==> src/design/ssh_bc_pkg.sv <==
package ssh_bc_pkg;

	localparam int unsigned CountW = 10;
	localparam int unsigned QDepth = 4;
	localparam int unsigned QPtrW  = $clog2(QDepth);
	localparam int unsigned QCntW  = $clog2(QDepth + 1);

	localparam logic [CountW-1:0] LIMIT_RESET = 10'd512;
	localparam logic [CountW-1:0] SPACE_MAX   = 10'd1023;
	localparam logic [2:0]        PREFIX_LEN  = 3'd4;

	localparam logic FUNC_BYTE = 1'b0;
	localparam logic FUNC_END  = 1'b1;

	localparam logic KIND_CHAR   = 1'b0;
	localparam logic KIND_STATUS = 1'b1;

	localparam logic [1:0] VERDICT_SSH  = 2'd0;
	localparam logic [1:0] VERDICT_NOT  = 2'd1;
	localparam logic [1:0] VERDICT_NONE = 2'd2;

	localparam logic [7:0] BYTE_CR    = 8'h0d;
	localparam logic [7:0] BYTE_LF    = 8'h0a;
	localparam logic [6:0] CHAR_SPACE = 7'h20;
	localparam logic [6:0] CHAR_QMARK = 7'h3f;

	typedef struct packed {
		logic              kind;
		logic [CountW-1:0] spaces;
		logic [6:0]        chr;
		logic [1:0]        verdict;
	} rec_t;

	function automatic logic [6:0] prefix_char(input logic [1:0] idx);
		logic [6:0] c;
		case (idx)
			2'd0: c = 7'h53;
			2'd1: c = 7'h53;
			2'd2: c = 7'h48;
			default: c = 7'h2d;
		endcase
		return c;
	endfunction

	function automatic logic [1:0] verdict_of(input logic [CountW-1:0] cnt,
			input logic good, input logic [2:0] pos);
		logic [1:0] v;
		if (cnt == '0) begin
			v = VERDICT_NONE;
		end else if (good && (pos >= PREFIX_LEN)) begin
			v = VERDICT_SSH;
		end else begin
			v = VERDICT_NOT;
		end
		return v;
	endfunction

endpackage

==> src/design/ssh_bc_front.sv <==
module ssh_bc_front import ssh_bc_pkg::*; (
	input  logic              clk,
	input  logic              arst_n,
	input  logic              in_valid,
	output logic              in_ready,
	input  logic              func,
	input  logic [7:0]        in_byte,
	input  logic              cfg_we,
	input  logic [CountW-1:0] cfg_wdata,
	input  logic              q_full,
	output logic              push,
	output rec_t              push_rec
);

	logic [CountW-1:0] limit_q;
	logic              line_done_q;
	logic [CountW-1:0] raw_count_q;
	logic [CountW-1:0] pending_q;
	logic [2:0]        prefix_pos_q;
	logic              prefix_good_q;

	logic              line_done_n;
	logic [CountW-1:0] raw_count_n;
	logic [CountW-1:0] pending_n;
	logic [2:0]        prefix_pos_n;
	logic              prefix_good_n;
	logic              push_c;
	logic [6:0]        chr;
	logic              acc;

	assign in_ready = !q_full;
	assign acc      = in_valid && in_ready;
	assign chr      = (in_byte inside {[8'h20:8'h7e]}) ? in_byte[6:0] : CHAR_QMARK;

	always_comb begin
		line_done_n   = line_done_q;
		raw_count_n   = raw_count_q;
		pending_n     = pending_q;
		prefix_pos_n  = prefix_pos_q;
		prefix_good_n = prefix_good_q;
		push_c        = 1'b0;
		push_rec      = '0;
		if (func == FUNC_END) begin
			if (!line_done_q) begin
				push_c           = 1'b1;
				push_rec.kind    = KIND_STATUS;
				push_rec.verdict = verdict_of(raw_count_q, prefix_good_q, prefix_pos_q);
			end
			line_done_n   = 1'b0;
			raw_count_n   = '0;
			pending_n     = '0;
			prefix_pos_n  = '0;
			prefix_good_n = 1'b1;
		end else if (!line_done_q) begin
			if (raw_count_q >= limit_q) begin
				line_done_n      = 1'b1;
				push_c           = 1'b1;
				push_rec.kind    = KIND_STATUS;
				push_rec.verdict = verdict_of(raw_count_q, prefix_good_q, prefix_pos_q);
			end else begin
				raw_count_n = raw_count_q + CountW'(1);
				if (in_byte == BYTE_CR || in_byte == BYTE_LF) begin
					line_done_n      = 1'b1;
					push_c           = 1'b1;
					push_rec.kind    = KIND_STATUS;
					push_rec.verdict = verdict_of(raw_count_n, prefix_good_q, prefix_pos_q);
				end else begin
					if (prefix_pos_q < PREFIX_LEN) begin
						if (chr != prefix_char(prefix_pos_q[1:0])) begin
							prefix_good_n = 1'b0;
						end
						prefix_pos_n = prefix_pos_q + 3'd1;
					end
					if (chr == CHAR_SPACE) begin
						if (pending_q < SPACE_MAX) begin
							pending_n = pending_q + CountW'(1);
						end
					end else begin
						push_c          = 1'b1;
						push_rec.kind   = KIND_CHAR;
						push_rec.spaces = pending_q;
						push_rec.chr    = chr;
						pending_n       = '0;
					end
				end
			end
		end
	end

	assign push = acc && push_c;

	always_ff @(posedge clk or negedge arst_n) begin
		if (!arst_n) begin
			limit_q <= LIMIT_RESET;
		end else if (cfg_we) begin
			limit_q <= cfg_wdata;
		end
	end

	always_ff @(posedge clk or negedge arst_n) begin
		if (!arst_n) begin
			line_done_q   <= 1'b0;
			raw_count_q   <= '0;
			pending_q     <= '0;
			prefix_pos_q  <= '0;
			prefix_good_q <= 1'b1;
		end else if (acc) begin
			line_done_q   <= line_done_n;
			raw_count_q   <= raw_count_n;
			pending_q     <= pending_n;
			prefix_pos_q  <= prefix_pos_n;
			prefix_good_q <= prefix_good_n;
		end
	end

endmodule

==> config.mk <==
export PLATFORM = sky130hd
export DESIGN_NAME = ssh_bc_front
export DESIGN_NICKNAME = d
export VERILOG_FILES = /design/src/design/ssh_bc_pkg.sv /design/src/design/ssh_bc_front.sv
export SDC_FILE = /design/constraint.sdc
export NUM_CORES = 1
export LEC_CHECK = 0
export ABC_AREA = 0
export BUFFER_PORTS_ARGS = -buffer_cell sky130_fd_sc_hd__buf_2
export CORE_ASPECT_RATIO = 1.2
export CORE_MARGIN = 3
export CORE_UTILIZATION = 55
export CTS_BUF_LIST = sky130_fd_sc_hd__clkbuf_16
export DETAILED_ROUTE_END_ITERATION = 10
export PLACE_DENSITY = 0.79
export SLEW_MARGIN = 40
export SYNTH_ARGS = -nofsm -noshare
export SYNTH_HDL_FRONTEND = slang
export SYNTH_SLANG_ARGS = --single-unit
==> constraint.sdc <==
create_clock -name clk -period 3.32 [get_ports clk]
set_input_delay 0.664 -clock clk [delete_from_list [all_inputs] [get_ports clk]]
set_output_delay 0.664 -clock clk [all_outputs]
set_load 0.02 [all_outputs]
==> key figures <==
Logic synthesis
  • Post-Synthesis Cells: 306
  • Main synth FF type: dfrtp_1
  • Mapped Nets: 349
  • FF+latch count, synth: 35
  • Yosys warnings: 0
  • Post-synth EDFFs: 0
  • Area share of the leading cell type in the synthesized netlist: 0.316
  • Most common cell in the synthesized netlist: dfrtp_1
  • Most instantiated cells after synthesis: dfrtp_1 (33), o21ai_0 (29), nand2_1 (28)
  • Ys async rst share: 1.00
  • Area leader, netlist: dfrtp_1
  • Synth top area cells: dfrtp_1 (32%), ha_1 (9.1%), o21ai_0 (5.6%)
  • Count of different cell masters after synthesis: 58
  • Mean post-synth cell area: 8.54 sq um
  • Sequential share of the synthesized area: 0.336
  • Netlist Area Pre-Place: 2610 sq um

Clock tree
  • Clock transition at the registers of the reported paths: 50 ps
  • CTS Buf Count: 5
  • CTS tree: done
  • Clock Sinks: 35
  • Worst-Skew Late Latency: 280 ps
  • Root Driver: clkbuf_16
  • Maximum clock path buffer count: 2
  • CTS Hold Bufs: 0
  • CTS HTree Levels: 2

Setup path
  • Crit path from: raw_count_q[6]$_DFFE_PN0P_
  • Worst path bufs/invs: 2
  • Largest stage delay, worst path: 460 ps
  • FF-to-FF path depth: 9
  • WP depth: 9
  • Startpoint Class: register
  • Worst path cell trace: ha_1 > a211o_1 > a21oi_4 > o21ai_4 > or3_4 > nor3_4 > buf_6 > and2_1 > buf_4
  • Setup CP Type: reg2out
  • Top delay family on crit path: simple AND/OR/NAND/NOR gates
  • Worst setup endpoint: push_rec[14]
  • FF-to-FF setup slack: 710 ps
  • CP max FO: 7
  • Critical R2R Launch: raw_count_q[3]$_DFFE_PN0P_
  • Reg-to-reg endpoint: pending_q[1]$_DFFE_PN0P_
  • Worst EP arrival: 2610 ps
  • Crit path capture type: output port
  • Worst EP required: 2660 ps
  • Slowest CP cell: dfrtp_1

Global routing
  • Vias in the first global route: 2342
  • Antenna violations before repair: 0
  • GR Util All Layers: 0.231
  • Global route overflow: 0
  • GR Util met2: 0.415
  • Met1 Track Usage GR: 0.265
  • Met3 Usage GRT: 0.0465
  • Grt peak-use layer: met2
  • Pin count of the biggest net entering global routing: 36
  • First-pass GRT wire length: 10000 um

Timing
  • Worst Tran Pin Value: 612 ps
  • Count of pins over their slew limit: 0
  • Relative slew slack: 0.589
  • Final hold slack: 334 ps
  • Setup TNS Final: 0 ps
  • Clock period minus worst slack: 3270 ps
  • Unrepaired setup endpoints after global routing: true
  • Fmax: 306 MHz
  • Final hold violation count: 0
  • Clock Skews: 4.67 ps
  • Period utilization: 0.986
  • Final setup vio count: 0
  • Worst setup margin: 47.3 ps

Final layout
  • Area growth syn-to-layout: 24.0%
  • Antenna cells: 0
  • Fillers: 334
  • Layout cell share with drive strength beyond 1: 0.263
  • Final net count: 399

Placed design
  • PortBufs: 45
  • GPL Wtd Cong: 0.797
  • Dpl hpwl: 4370 um
  • DP Worst Slack: 194 ps

Floorplan
  • Num rows: 26
  • Die height: 81.5 um
  • Die Area: 5620 sq um
  • Io pins: 46
  • Starting density of the core: 0.590
  • Die width: 68.9 um
  • Core Area: 4420 sq um

Power
  • Power per cell area: 418 nW/um^2
  • Total power: 1.35 mW
  • Pleak: 1.52 nW
  • VDD IR max: 0.000295 V

Min path
  • Min-delay worst type: in2async

Status
  • Status: finished, final reports clean

Route
  • Violation count after the first detailed-route iteration: 122
  • Post-route ant nets: 0
  • Post-route DRC: 0
  • Vias: 2445
  • Drt via density: 5.92
  • DRT Wirelength: 6040 um
  • Routed wire per std cell: 14.6 um
  • Pre-Repair DR Iteration Count: 4

Flow run
  • Max Cap Viol: 0
-- worst register-to-register path, cell delays in order (launching register included) --
cell	delay [ps]
dfrtp_1	450
ha_1	320
a21oi_1	180
o21a_1	150
nor2_1	90
buf_4	190
o31a_1	390
buf_4	230
or4_1	480
nand2_1	80
-- routing by layer --
| layer | vias to the layer above | wire, um |
|---|---|---|
| met5 | - | 0 |
| met4 | 0 | 76 |
| met3 | 10 | 269 |
| met2 | 60 | 3110 |
| met1 | 1151 | 2590 |
| li1 | 1224 | - |
-- layout make-up --
class | instances | area, sq um | area share
clock inverters | 3 | 43.8 | 0.0135
repair buffers | 54 | 349 | 0.108
clock buffers | 5 | 125 | 0.0386
multi-input cells | 244 | 1710 | 0.528
flip-flops and latches | 35 | 881 | 0.272
inverters | 16 | 60.1 | 0.0185
well taps | 56 | 70.1 | 0.0216
-- sequential cells by signal (all words and copies together) (netlist names) --
name / count
raw_count_q: 10
prefix_pos_q: 3
limit_q: 10
prefix_good_q: 1
pending_q: 10
line_done_q: 1
-- worst min-delay path by stage --
stage,endpoint
after floorplan,limit_q[0]$_DFFE_PN0P_
after global placement,prefix_good_q$_DFFE_PN1P_
after detailed placement,limit_q[9]$_DFFE_PN1P_
after CTS,pending_q[8]$_DFFE_PN0P_
after global routing,raw_count_q[5]$_DFFE_PN0P_
final,prefix_pos_q[0]$_DFFE_PN0P_
-- power by group --
group,internal [mW],switching [mW]
Clock,0.353,0.172
Sequential,0.467,0.0378
Combinational,0.139,0.184
-- metrics by stage --
step / area, sq um / std cells / utilization
2_1_floorplan: 2610 / 306 / -
4_1_cts: 3110 / 410 / 0.703
5_1_grt: 3240 / 413 / 0.732
3_5_place_dp: 2890 / 400 / 0.653
3_3_place_gp: 2890 / 400 / 0.653
6_report: 3240 / 413 / 0.732
-- layout by cell type (no fill, tap or decap), types with 5 or more instances in the layout --
| cell type | n |
|---|---|
| buf_2 | 33 |
| dfrtp_1 | 31 |
| o21ai_0 | 29 |
| nand2_1 | 28 |
| nor2_1 | 22 |
| ha_1 | 17 |
| buf_4 | 14 |
| inv_1 | 13 |
| and2_1 | 10 |
| nor3_1 | 10 |
| o21a_1 | 9 |
| nand3_1 | 9 |
| o31ai_1 | 9 |
| a21oi_1 | 8 |
| and3_1 | 8 |
| nand4_1 | 7 |
| buf_6 | 7 |
| clkbuf_16 | 5 |
-- logic make-up (layout without fill, tap and decap cells) --
kind of cell	count (synthesis)	in the layout	synth area share
AOI/OAI and AO/OA	91	91	0.236
xor gates and xnor gates	3	3	0.0101
DFF	35	35	0.336
adders and majority gates	19	19	0.0910
muxes	4	4	0.0163
and+or+nand+nor	127	127	0.269
buffers and inverters	27	78	0.0412
-- repair_timing --
action	in CTS	in global routing
endpoints found under the setup margin	18	18
resized for setup	9	28
pin swaps	1	5
setup buffers	1	3
cloned	1	0
No activity file was read; power rests on OpenSTA's default activity.
